==> src/sv/ids_pkg.sv <==
`timescale 1ns / 1ps
// ----------------------------------------------------------------------------
// ids_pkg
// Shared widths, register indexes and constants of the ignition dwell
// scheduler.
// ----------------------------------------------------------------------------
package ids_pkg;

  // configuration register indexes
  localparam logic [2:0] REG_ADVANCE = 3'd0;
  localparam logic [2:0] REG_DWELL   = 3'd1;
  localparam logic [2:0] REG_ENABLE  = 3'd2;
  localparam logic [2:0] REG_CUT     = 3'd3;
  localparam logic [2:0] REG_MODE    = 3'd4;

  localparam int CFG_AW = 3;
  localparam int CFG_DW = 13;

  // clamp ranges and reset values
  localparam logic [8:0]  ADV_MIN   = 9'd50;
  localparam logic [8:0]  ADV_MAX   = 9'd400;
  localparam logic [8:0]  ADV_RST   = 9'd100;
  localparam logic [12:0] DWELL_MIN = 13'd1000;
  localparam logic [12:0] DWELL_MAX = 13'd5000;
  localparam logic [12:0] DWELL_RST = 13'd3500;

  // trigger modes
  localparam logic MODE_DISTRIBUTOR = 1'b0;
  localparam logic MODE_SIXTY_TOOTH = 1'b1;

  // charging coil codes
  localparam logic [1:0] COIL_NONE = 2'd0;
  localparam logic [1:0] COIL_A    = 2'd1;
  localparam logic [1:0] COIL_B    = 2'd2;

  localparam logic [7:0] TOOTH_RST       = 8'd255;
  localparam logic [7:0] TEETH_PER_EVENT = 8'd30;

  // divider widths: dividend covers one minute in us, divisor covers rpm
  localparam int QW = 26;
  localparam int DW = 16;

  localparam logic [QW-1:0] US_PER_MIN   = 26'd60000000;
  localparam logic [DW-1:0] DEG_PER_REV  = 16'd360;
  localparam logic [DW-1:0] TENTHS       = 16'd10;
  localparam logic [15:0]   RPM_MIN      = 16'd50;
  localparam logic [20:0]   ROUND_TENTHS = 21'd9;

  // reciprocals, exact for any dividend below 2^21
  localparam logic [21:0] RECIP_DEG       = 22'd2982617;
  localparam int          RECIP_DEG_SH    = 30;
  localparam logic [20:0] RECIP_TENTHS    = 21'd1677722;
  localparam int          RECIP_TENTHS_SH = 24;

  // one bit per tooth index, set on the multiples of TEETH_PER_EVENT
  function automatic logic [255:0] event_teeth();
    logic [255:0] m;
    m = '0;
    for (int i = 0; i < 256; i += int'(TEETH_PER_EVENT)) begin
      m[i] = 1'b1;
    end
    return m;
  endfunction

  localparam logic [255:0] EVENT_TEETH = event_teeth();

endpackage

==> src/sv/ignition_dwell_scheduler.sv <==
`timescale 1ns / 1ps
// ----------------------------------------------------------------------------
// ignition_dwell_scheduler
// Coil dwell and spark timing for one or two ignition coils.
// ----------------------------------------------------------------------------
// Usage:
//   in_*  : one update tick per transfer (time, rpm, tooth, pulse time in
//           tdata, decoder sync flag in tuser).
//   out_* : one transfer per tick with the two coil drive levels.
//   cfg_* : register writes, taken at once while the block is idle.
// Sequence:
//   distributor mode, unblocked: the accept step, a 26 step radix-2
//   restoring divider for 60e6/rpm, the steps on one shared multiplier
//   (reciprocal /360, advance product, reciprocal /10), a prepare and an
//   update step.
//   sixty tooth mode or a blocked tick: accept and update only.
//   in_tready is high only while the sequencer is idle; one tick at a time.
// Reset (rst_n low, synchronous): configuration registers return to their
//   defaults, coils low, no dwell, no result pending.
// Stall: a finished result waits in the output register; the next tick may
//   be taken and worked on, and its update waits until that register frees.
// ----------------------------------------------------------------------------
module ignition_dwell_scheduler (
  input  logic                      clk,
  input  logic                      rst_n,
  input  logic                      in_tvalid,
  output logic                      in_tready,
  // now_us[31:0], engine_rpm[47:32], tooth_number[55:48], pulse_time_us[87:56]
  input  logic [87:0]               in_tdata,
  // sync_ok[0]
  input  logic [0:0]                in_tuser,
  output logic                      out_tvalid,
  input  logic                      out_tready,
  // coil_a_on[0], coil_b_on[1], zero fill[7:2]
  output logic [7:0]                out_tdata,
  input  logic                      cfg_we,
  input  logic [ids_pkg::CFG_AW-1:0] cfg_addr,
  input  logic [ids_pkg::CFG_DW-1:0] cfg_wdata
);

  typedef enum logic [6:0] {
    S_IDLE = 7'b0000001,
    S_DIV  = 7'b0000010,
    S_DEG  = 7'b0000100,
    S_MUL  = 7'b0001000,
    S_TEN  = 7'b0010000,
    S_PREP = 7'b0100000,
    S_EVAL = 7'b1000000
  } state_t;

  state_t state_r, state_nxt;

  // configuration
  logic [8:0]  adv_r, adv_nxt;
  logic [12:0] dwell_r, dwell_nxt;
  logic        en_r, en_nxt;
  logic        cut_r, cut_nxt;
  logic        mode_r, mode_nxt;

  // latched tick
  logic [31:0] now_r, now_nxt;
  logic [15:0] rpm_r, rpm_nxt;
  logic        sync_r, sync_nxt;
  logic [7:0]  tooth_r, tooth_nxt;
  logic [31:0] pulse_r, pulse_nxt;

  // divider
  logic [ids_pkg::DW-1:0] div_rem_r, div_rem_nxt;
  logic [ids_pkg::QW-1:0] div_quo_r, div_quo_nxt;
  logic [ids_pkg::DW-1:0] div_den_r, div_den_nxt;
  logic [4:0]             div_cnt_r, div_cnt_nxt;
  logic [ids_pkg::DW:0]   div_sh, div_diff;
  logic                   div_ge;
  logic [ids_pkg::QW-1:0] div_q;

  // shared multiplier
  logic [20:0] mul_a;
  logic [21:0] mul_b;
  logic [42:0] mul_p;

  // intermediate results
  logic [20:0] per_rev_r, per_rev_nxt;
  logic [11:0] per_deg_r, per_deg_nxt;
  logic [20:0] prod_r, prod_nxt;
  logic [17:0] adv_us_r, adv_us_nxt;
  logic [31:0] start_at_r, start_at_nxt;

  // engine state
  logic [31:0] seen_pulse_r, seen_pulse_nxt;
  logic [31:0] dwell_start_r, dwell_start_nxt;
  logic        dwell_on_r, dwell_on_nxt;
  logic [1:0]  coil_r, coil_nxt;
  logic [7:0]  seen_tooth_r, seen_tooth_nxt;
  logic        alt_r, alt_nxt;
  logic        lvl_a_r, lvl_a_nxt;
  logic        lvl_b_r, lvl_b_nxt;

  // output register
  logic        out_valid_r, out_valid_nxt;
  logic [1:0]  out_coils_r, out_coils_nxt;

  logic        blocked_in, blocked;
  logic        out_free;
  logic [8:0]  cfg_adv;
  logic [12:0] cfg_dwell;

  assign in_tready  = (state_r == S_IDLE);
  assign out_tvalid = out_valid_r;
  assign out_tdata  = {6'd0, out_coils_r};
  assign out_free   = !out_valid_r || out_tready;

  assign blocked_in = !en_r || cut_r || !in_tuser[0] || (in_tdata[47:32] < ids_pkg::RPM_MIN);
  assign blocked    = !en_r || cut_r || !sync_r || (rpm_r < ids_pkg::RPM_MIN);

  // restoring divider step
  assign div_sh   = {div_rem_r, div_quo_r[ids_pkg::QW-1]};
  assign div_ge   = (div_sh >= {1'b0, div_den_r});
  assign div_diff = div_sh - {1'b0, div_den_r};
  assign div_q    = {div_quo_r[ids_pkg::QW-2:0], div_ge};

  // multiplier operands follow the sequencer step
  always_comb begin
    mul_a = per_rev_r;
    mul_b = ids_pkg::RECIP_DEG;
    case (state_r)
      S_MUL: begin
        mul_a = {12'd0, adv_r};
        mul_b = {10'd0, per_deg_r};
      end
      S_TEN: begin
        mul_a = prod_r;
        mul_b = {1'b0, ids_pkg::RECIP_TENTHS};
      end
      default: ;
    endcase
  end

  assign mul_p = mul_a * mul_b;

  assign cfg_adv = (cfg_wdata[8:0] < ids_pkg::ADV_MIN) ? ids_pkg::ADV_MIN :
                   (cfg_wdata[8:0] > ids_pkg::ADV_MAX) ? ids_pkg::ADV_MAX : cfg_wdata[8:0];
  assign cfg_dwell = (cfg_wdata < ids_pkg::DWELL_MIN) ? ids_pkg::DWELL_MIN :
                     (cfg_wdata > ids_pkg::DWELL_MAX) ? ids_pkg::DWELL_MAX : cfg_wdata;

  always_comb begin
    logic        pulse_new;
    logic        dw_mid;
    logic        a_mid;
    logic        b_mid;
    logic [31:0] st_mid;
    logic [1:0]  coil_mid;
    logic        alt_mid;

    state_nxt       = state_r;
    adv_nxt         = adv_r;
    dwell_nxt       = dwell_r;
    en_nxt          = en_r;
    cut_nxt         = cut_r;
    mode_nxt        = mode_r;
    now_nxt         = now_r;
    rpm_nxt         = rpm_r;
    sync_nxt        = sync_r;
    tooth_nxt       = tooth_r;
    pulse_nxt       = pulse_r;
    div_rem_nxt     = div_rem_r;
    div_quo_nxt     = div_quo_r;
    div_den_nxt     = div_den_r;
    div_cnt_nxt     = div_cnt_r;
    per_rev_nxt     = per_rev_r;
    per_deg_nxt     = per_deg_r;
    prod_nxt        = prod_r;
    adv_us_nxt      = adv_us_r;
    start_at_nxt    = start_at_r;
    seen_pulse_nxt  = seen_pulse_r;
    dwell_start_nxt = dwell_start_r;
    dwell_on_nxt    = dwell_on_r;
    coil_nxt        = coil_r;
    seen_tooth_nxt  = seen_tooth_r;
    alt_nxt         = alt_r;
    lvl_a_nxt       = lvl_a_r;
    lvl_b_nxt       = lvl_b_r;
    out_valid_nxt   = out_valid_r;
    out_coils_nxt   = out_coils_r;
    pulse_new       = 1'b0;
    dw_mid          = dwell_on_r;
    a_mid           = lvl_a_r;
    b_mid           = lvl_b_r;
    st_mid          = dwell_start_r;
    coil_mid        = coil_r;
    alt_mid         = alt_r;

    if (out_tready) begin
      out_valid_nxt = 1'b0;
    end

    case (state_r)
      S_IDLE: begin
        if (in_tvalid) begin
          now_nxt   = in_tdata[31:0];
          rpm_nxt   = in_tdata[47:32];
          tooth_nxt = in_tdata[55:48];
          pulse_nxt = in_tdata[87:56];
          sync_nxt  = in_tuser[0];
          if (!blocked_in && mode_r == ids_pkg::MODE_DISTRIBUTOR) begin
            div_rem_nxt = '0;
            div_quo_nxt = ids_pkg::US_PER_MIN;
            div_den_nxt = in_tdata[47:32];
            div_cnt_nxt = 5'(ids_pkg::QW - 1);
            state_nxt   = S_DIV;
          end else begin
            state_nxt = S_EVAL;
          end
        end
      end
      S_DIV: begin
        div_rem_nxt = div_ge ? div_diff[ids_pkg::DW-1:0] : div_sh[ids_pkg::DW-1:0];
        div_quo_nxt = div_q;
        div_cnt_nxt = div_cnt_r - 5'd1;
        if (div_cnt_r == 5'd0) begin
          per_rev_nxt = div_q[20:0];
          state_nxt   = S_DEG;
        end
      end
      S_DEG: begin
        per_deg_nxt = mul_p[ids_pkg::RECIP_DEG_SH +: 12];
        state_nxt   = S_MUL;
      end
      S_MUL: begin
        prod_nxt  = mul_p[20:0] + ids_pkg::ROUND_TENTHS;
        state_nxt = S_TEN;
      end
      S_TEN: begin
        adv_us_nxt = mul_p[ids_pkg::RECIP_TENTHS_SH +: 18];
        state_nxt  = S_PREP;
      end
      S_PREP: begin
        // start offset wraps when the spark target is shorter than the dwell
        start_at_nxt = {11'd0, per_rev_r} - {14'd0, adv_us_r} - {19'd0, dwell_r};
        state_nxt    = S_EVAL;
      end
      S_EVAL: begin
        if (out_free) begin
          if (blocked) begin
            a_mid  = 1'b0;
            b_mid  = 1'b0;
            dw_mid = 1'b0;
          end else if (mode_r == ids_pkg::MODE_DISTRIBUTOR) begin
            pulse_new      = (pulse_r != seen_pulse_r);
            seen_pulse_nxt = pulse_r;
            if (pulse_new && dwell_on_r) begin
              a_mid  = 1'b0;
              dw_mid = 1'b0;
            end
            if (!dw_mid) begin
              if ((now_r - pulse_r) >= start_at_r) begin
                a_mid    = 1'b1;
                dw_mid   = 1'b1;
                st_mid   = now_r;
                coil_mid = ids_pkg::COIL_A;
              end
            end else if ((now_r - dwell_start_r) >= {19'd0, dwell_r}) begin
              // coil A only in this mode, whatever coil was charging
              a_mid  = 1'b0;
              dw_mid = 1'b0;
            end
          end else begin
            if (tooth_r != seen_tooth_r) begin
              seen_tooth_nxt = tooth_r;
              if (ids_pkg::EVENT_TEETH[tooth_r] && !dwell_on_r) begin
                alt_mid  = !alt_r;
                coil_mid = alt_mid ? ids_pkg::COIL_A : ids_pkg::COIL_B;
                if (alt_mid) begin
                  a_mid = 1'b1;
                end else begin
                  b_mid = 1'b1;
                end
                dw_mid = 1'b1;
                st_mid = now_r;
              end
            end
            if (dw_mid && (now_r - st_mid) >= {19'd0, dwell_r}) begin
              if (coil_mid == ids_pkg::COIL_A) begin
                a_mid = 1'b0;
              end else begin
                b_mid = 1'b0;
              end
              dw_mid = 1'b0;
            end
          end
          lvl_a_nxt       = a_mid;
          lvl_b_nxt       = b_mid;
          dwell_on_nxt    = dw_mid;
          dwell_start_nxt = st_mid;
          coil_nxt        = coil_mid;
          alt_nxt         = alt_mid;
          out_valid_nxt   = 1'b1;
          out_coils_nxt   = {b_mid, a_mid};
          state_nxt       = S_IDLE;
        end
      end
      default: state_nxt = S_IDLE;
    endcase

    if (cfg_we) begin
      case (cfg_addr)
        ids_pkg::REG_ADVANCE: adv_nxt = cfg_adv;
        ids_pkg::REG_DWELL:   dwell_nxt = cfg_dwell;
        ids_pkg::REG_ENABLE: begin
          en_nxt = cfg_wdata[0];
          if (!cfg_wdata[0]) begin
            lvl_a_nxt    = 1'b0;
            lvl_b_nxt    = 1'b0;
            dwell_on_nxt = 1'b0;
          end
        end
        ids_pkg::REG_CUT:  cut_nxt = cfg_wdata[0];
        ids_pkg::REG_MODE: mode_nxt = cfg_wdata[0];
        default: ;
      endcase
    end
  end

  always_ff @(posedge clk) begin
    if (!rst_n) begin
      state_r       <= S_IDLE;
      adv_r         <= ids_pkg::ADV_RST;
      dwell_r       <= ids_pkg::DWELL_RST;
      en_r          <= 1'b1;
      cut_r         <= 1'b0;
      mode_r        <= ids_pkg::MODE_SIXTY_TOOTH;
      div_cnt_r     <= '0;
      seen_pulse_r  <= '0;
      dwell_start_r <= '0;
      dwell_on_r    <= 1'b0;
      coil_r        <= ids_pkg::COIL_NONE;
      seen_tooth_r  <= ids_pkg::TOOTH_RST;
      alt_r         <= 1'b0;
      lvl_a_r       <= 1'b0;
      lvl_b_r       <= 1'b0;
      out_valid_r   <= 1'b0;
    end else begin
      state_r       <= state_nxt;
      adv_r         <= adv_nxt;
      dwell_r       <= dwell_nxt;
      en_r          <= en_nxt;
      cut_r         <= cut_nxt;
      mode_r        <= mode_nxt;
      div_cnt_r     <= div_cnt_nxt;
      seen_pulse_r  <= seen_pulse_nxt;
      dwell_start_r <= dwell_start_nxt;
      dwell_on_r    <= dwell_on_nxt;
      coil_r        <= coil_nxt;
      seen_tooth_r  <= seen_tooth_nxt;
      alt_r         <= alt_nxt;
      lvl_a_r       <= lvl_a_nxt;
      lvl_b_r       <= lvl_b_nxt;
      out_valid_r   <= out_valid_nxt;
    end
  end

  // payload, no reset
  always_ff @(posedge clk) begin
    now_r       <= now_nxt;
    rpm_r       <= rpm_nxt;
    sync_r      <= sync_nxt;
    tooth_r     <= tooth_nxt;
    pulse_r     <= pulse_nxt;
    div_rem_r   <= div_rem_nxt;
    div_quo_r   <= div_quo_nxt;
    div_den_r   <= div_den_nxt;
    per_rev_r   <= per_rev_nxt;
    per_deg_r   <= per_deg_nxt;
    prod_r      <= prod_nxt;
    adv_us_r    <= adv_us_nxt;
    start_at_r  <= start_at_nxt;
    out_coils_r <= out_coils_nxt;
  end

endmodule

==> config.mk <==
export PLATFORM = sky130hd
export DESIGN_NAME = ignition_dwell_scheduler
export DESIGN_NICKNAME = d
export VERILOG_FILES = /design/src/sv/ids_pkg.sv /design/src/sv/ignition_dwell_scheduler.sv
export SDC_FILE = /design/constraint.sdc
export NUM_CORES = 2
export LEC_CHECK = 0
export BUFFER_PORTS_ARGS = -buffer_cell sky130_fd_sc_hd__buf_2
export CORE_ASPECT_RATIO = 2
export CORE_MARGIN = 3
export CORE_UTILIZATION = 70
export DETAILED_ROUTE_END_ITERATION = 16
export PLACE_DENSITY = 0.86
export SYNTH_ARGS = -nofsm -noshare
export SYNTH_HDL_FRONTEND = slang
export SYNTH_SLANG_ARGS = --single-unit
==> constraint.sdc <==
create_clock -name clk -period 24.2 [get_ports clk]
set_input_delay 2.42 -clock clk [delete_from_list [all_inputs] [get_ports clk]]
set_output_delay 2.42 -clock clk [all_outputs]
set_load 0.02 [all_outputs]
-- Word level (Yosys, flattened, before mapping)
Memories as Yosys holds them, arrays and structs flattened. A register that Yosys moved wholly into a read port is not among the register bits.
Cells that the tools add are included.
Widths: inputs -> output; s select.
- mux-type cells: 95
- $lt $le $gt $ge: 11
- reduce and logical (&&, ||, !) cells: 36
- multiply operators: 1
- $add $sub $neg: 8
- bitwise gates (word level): 2
- eq/ne operators: 19
- operators with widths (kind ; number):
    $mux 32 ; 9
    $sub 32x32->32 ; 3
    $ge 32x13->1 ; 2
    $mux 1 ; 54
    $mux 26 ; 2
    $pmux 26 s2 ; 1
    $pmux 7 s7 ; 1
    $mux 16 ; 3
    $pmux 22 s2 ; 1
    $mul 21x22->42 ; 1
    $pmux 21 s2 ; 1
    $ge 32x32->1 ; 1
    $lt 16x6->1 const B ; 2
    $ne 32x32->1 ; 1
    $pmux 16 s2 ; 1
    $mux 7 ; 4
    $mux 13 ; 2
    $sub 22x14->23 ; 1
    $sub 21x18->22 ; 1
    $add 21x4->21 const B ; 1
    $mux 2 ; 10
    $mux 9 ; 2
    $ge 17x16->1 ; 1
    $reduce_and 2->1 ; 8
    35 further kinds ; 59
- memory bits (read-only): 256
- register bits: 369
- memories kept: 1
- memory list (name ; depth ; bits a word ; read ports ; clocked after memory_dff ; wr ports ; line ; text):
    (name not given) ; 256 ; 1 ; 1 ; 1 ; 0 ; ignition_dwell_scheduler.sv:269 ; if (ids_pkg::EVENT_TEETH[tooth_r] && !dwell_on_r) begin

-- Depth between registers and ports, before layout
- word-level depth: 20
- mapped depth: 37
- gate-level depth less buffers: 36

-- Worst setup path before layout
No wires, ideal clock.
- path type: register to register
- start point: register state_r[5]
- end point: register adv_us_r[15], data pin
- required time: 23.937 ns
- setup time: 0.263 ns
- clock period less this slack: 8.991 ns
- arrival: 8.727 ns
- buffers on the path: 4
- setup slack: 15.209 ns
- cell stages (with the launch flop): 31
- cell sequence: dfxtp_1 nor4_1 nand2b_1 or3b_2 clkbuf_1 inv_1 clkbuf_1 buf_2 buf_1 and2_1 fa_1 fa_1 fa_1 fa_1 fa_1 fa_1 inv_1 fa_1 inv_1 ha_1 a21oi_1 nor2b_1 o21ai_0 nand2b_1 a211oi_1 a31oi_1 o41ai_1 nor2_1 a2111o_1 a21oi_1 xnor2_1
- longest elaborated chain between the ends: 3
- elaborated cells on any way between the ends: 5
- those cells by class: 1 x mul; 2 x eq/ne; 2 x mux
- ends and longest elaborated chain (element ; line ; text):
    start: declaration ; ignition_dwell_scheduler.sv:51 ; state_t state_r, state_nxt;
    start signal: assignment ; ignition_dwell_scheduler.sv:342 ; state_r <= state_nxt;
    $eq 7x5->1 / $eq 7x4->1 (equally long branches) ; ignition_dwell_scheduler.sv:125 ; case (state_r)
    $pmux 21 s2 / $pmux 22 s2 (equally long branches) ; ignition_dwell_scheduler.sv:125 ;
    $mul 21x22->42 (*) ; ignition_dwell_scheduler.sv:138 ; assign mul_p = mul_a * mul_b;
    via mul_p[39] ; ignition_dwell_scheduler.sv:79 ; logic [42:0] mul_p;
    end signal: assignment ; ignition_dwell_scheduler.sv:374 ; adv_us_r <= adv_us_nxt;
    end: declaration ; ignition_dwell_scheduler.sv:85 ; logic [17:0] adv_us_r, adv_us_nxt;
The timed path passes the listed nets; every way through them passes the cells marked *.
A chain may end at the register's enable or synchronous reset.

-- Final worst setup path
Same ends and word-level chain as after synthesis.

==> results_dict.tcl <==
set metrics [dict create \
    place_area_um2 37100 \
    r2r_start "state_r[5]" \
    wirelength_um 115000 \
    grt_pass1_wl_um 175000 \
    cts_root_buffer "clkbuf_16" \
    finalPower_w 0.00455 \
    min_from "div_quo_r[2]" \
    first_pass_iters 5 \
    hold_viol 0 \
    syn_area_um2 35800 \
    gr-usage-all-layers_pct 42.7 \
    grt_max_degree 86 \
    ant_nets 0 \
    ys_seq_area_share_pct 26.9 \
    final-max-slew-violation-count 0 \
    slowest_stage "o41ai_1" \
    ys_ff_latch 360 \
    crit_path_max_incr_delay_ns 1.04 \
    drive_above_1_share_pct 6.29 \
    status "finished clean" \
    antenna_found_initial 6 \
    maxSlewHeadroom_pct 11.1 \
    path_clk_slew_ns 0.07 \
    fin_crit_sh_pct 45.8 \
    timing.max_cap.violations 0 \
    fmax_mhz 90.2 \
    cp-end-kind "flip-flop" \
    ctsResizeCount 0 \
    ys_types 83 \
    dieArea_um2 54100 \
    arrival_ns 11.38 \
    fin_area_um2 38400 \
    yosys_warnings 0 \
    reg2reg_setup_slack_ns 13.11 \
    clock_latency_ns 0.57 \
    cts_tree "built" \
    rsz0062_at_grt "false" \
    worstSetupEndpoint "adv_us_r[15]" \
    avgSynthCellArea_um2 9.37 \
    cts_sinks 360 \
    port_buffers 113 \
    final_cell_mix "inv_1, ha_1, fa_1" \
    r2r_cells 34 \
    core_um2 50400 \
    cp_max_fo 59 \
    cts_buffer_depth 3 \
    start_util_pct 71.2 \
    cts_setup_buffers 0 \
    p_leak_nw 18.0 \
    crit_required_ns 24.49 \
    synth_cells 3827 \
    globalRouteOverflowTotal 0 \
    cts_hold_buffers 0 \
    drt_iter0_markers 1989 \
    synth_top_flop_cell "edfxtp_1" \
    drc 0 \
    worstSetupStartpoint "state_r[5]" \
    wl_per_cell_um 24.9 \
    rr_endpoint "adv_us_r[15]" \
    num_rows 116 \
    setup_violations 0 \
    max_slew.worst_pin.slew_ns 1.32 \
    gp_congestion 1.05 \
    crit_path_frequent_cell "fa_1" \
    critical_path_class "flip-flop to flip-flop" \
    area_growth_pct 6.98 \
    num-fill-cells 3560 \
    hold_ws_ns 0.448 \
    drt-vias-per-instance 6.29 \
    ios 120 \
    synthArstFlopShare_pct 0 \
    ir_drop_mv 0.383 \
    synth_edf_count 243 \
    post-dp-hpwl_um 94000 \
    hold_class "flip-flop to flip-flop" \
    numCtsBuffers 36 \
    vias 29000 \
    nNetsFinal 4757 \
    period_needed_ns 11.09 \
    postLayoutCoreUtil_pct 76.2 \
    dieHeight_um 326 \
    die_w_um 166 \
    powerDensity_nw_per_um2 119 \
    layout_commonest_cell "inv_1" \
    grt_pass1_vias 31100 \
    setup.worst_path.start_class "flip-flop" \
    skew_ns 0.0219 \
    h-tree-depth 2 \
    fin_setup_tns_ns 0 \
]
## logic make-up (layout without fill, tap and decap cells)
group           count (synthesis)  after routing  synth area share [%]
other cells                     2             49                0.0209
simple gates                 1055           1055                  14.3
compound gates                668            668                  12.1
xor+xnor                      213            213                  5.20
buf+inv                       748            839                  7.91
mux                            64             64                  1.79
flops                         360            360                  26.9
fa+ha+maj                     717            717                  31.7
## through the flow
step                std cells  worst slack [ns]
global placement         4541             13.65
floorplan                3867             15.21
global route             4612             12.62
detailed placement       4541             13.40
CTS                      4607             13.29
finish                   4614             13.11
## how the worst min path moves through the flow
| stage | depth (start not counted) | slack (ns) | endpoint |
|---|---|---|---|
| after floorplan | 0 | 0.42 | per_rev_r[10] |
| after global placement | 0 | 0.43 | per_rev_r[7] |
| after detailed placement | 0 | 0.43 | per_rev_r[14] |
| after CTS | 0 | 0.45 | per_rev_r[3] |
| after global routing | 0 | 0.46 | per_rev_r[16] |
| final | 0 | 0.45 | per_rev_r[3] |
## area by class of cell
class	instances	area, um^2	share of cell area [%]
Inverter	644	2420	6.31
Multi-Input combinational cell	2759	23600	61.5
Antenna cell	7	17.5	0.0457
Sequential cell	360	9640	25.1
Clock inverter	22	258	0.672
Clock buffer	44	941	2.45
Timing Repair Buffer	129	688	1.79
Tap cell	649	812	2.12
## per-layer routing
| layer | GRT usage [%] | wire [um] |
|---|---|---|
| met1 | 35.5 | 31800 |
| met2 | 76.6 | 58900 |
| met3 | 7.42 | 6020 |
| met4 | 51.3 | 18300 |
| met5 | 0 | 0 |
## critical path: cells and delay by family, from the launching register on
| family | cells | cell delay, ns |
|---|---|---|
| compound gates | 9 | 2.69 |
| xor+xnor | 1 | 0.11 |
| fa+ha+maj | 8 | 3.93 |
| buf+inv | 8 | 1.10 |
| flops | 1 | 0.35 |
| simple gates | 8 | 2.55 |
## power breakdown
group / switching (W) / internal, W / total (W)
clock: 0.000266 / 0.000319 / 0.000585
sequential: 0.0000671 / 0.000824 / 0.000891
combinational: 0.00187 / 0.00120 / 0.00307
## cells in the mapped netlist, drive strengths merged, types with 46 or more instances
| cell | count | area share, % |
|---|---|---|
| a21o | 85 | 1.8 |
| a21oi | 205 | 2.9 |
| and2 | 50 | 0.87 |
| clkbuf | 89 | 0.93 |
| dfxtp | 117 | 6.5 |
| edfxtp | 243 | 20 |
| fa | 319 | 18 |
| ha | 398 | 14 |
| inv | 644 | 6.7 |
| mux2i | 62 | 1.7 |
| nand2 | 279 | 2.9 |
| nand2b | 51 | 0.89 |
| nand3 | 58 | 0.81 |
| nand4 | 46 | 0.80 |
| nor2 | 278 | 2.9 |
| nor2b | 72 | 1.3 |
| nor3 | 63 | 0.88 |
| o21ai | 112 | 1.6 |
| xnor2 | 119 | 2.9 |
| xor2 | 94 | 2.3 |
## sequential cells by signal (all words and copies together) (netlist names), 2 cells and up, named ones only
name	cells
coil_r	2
adv_r	9
now_r	32
div_rem_r	16
prod_r	21
div_quo_r	26
rpm_r	15
div_cnt_r	5
out_coils_r	2
pulse_r	32
per_deg_r	12
seen_tooth_r	8
div_den_r	16
dwell_r	13
tooth_r	8
adv_us_r	18
per_rev_r	21
state_r	7
dwell_start_r	32
seen_pulse_r	32
start_at_r	23
Power figures use the tool's default switching activity.
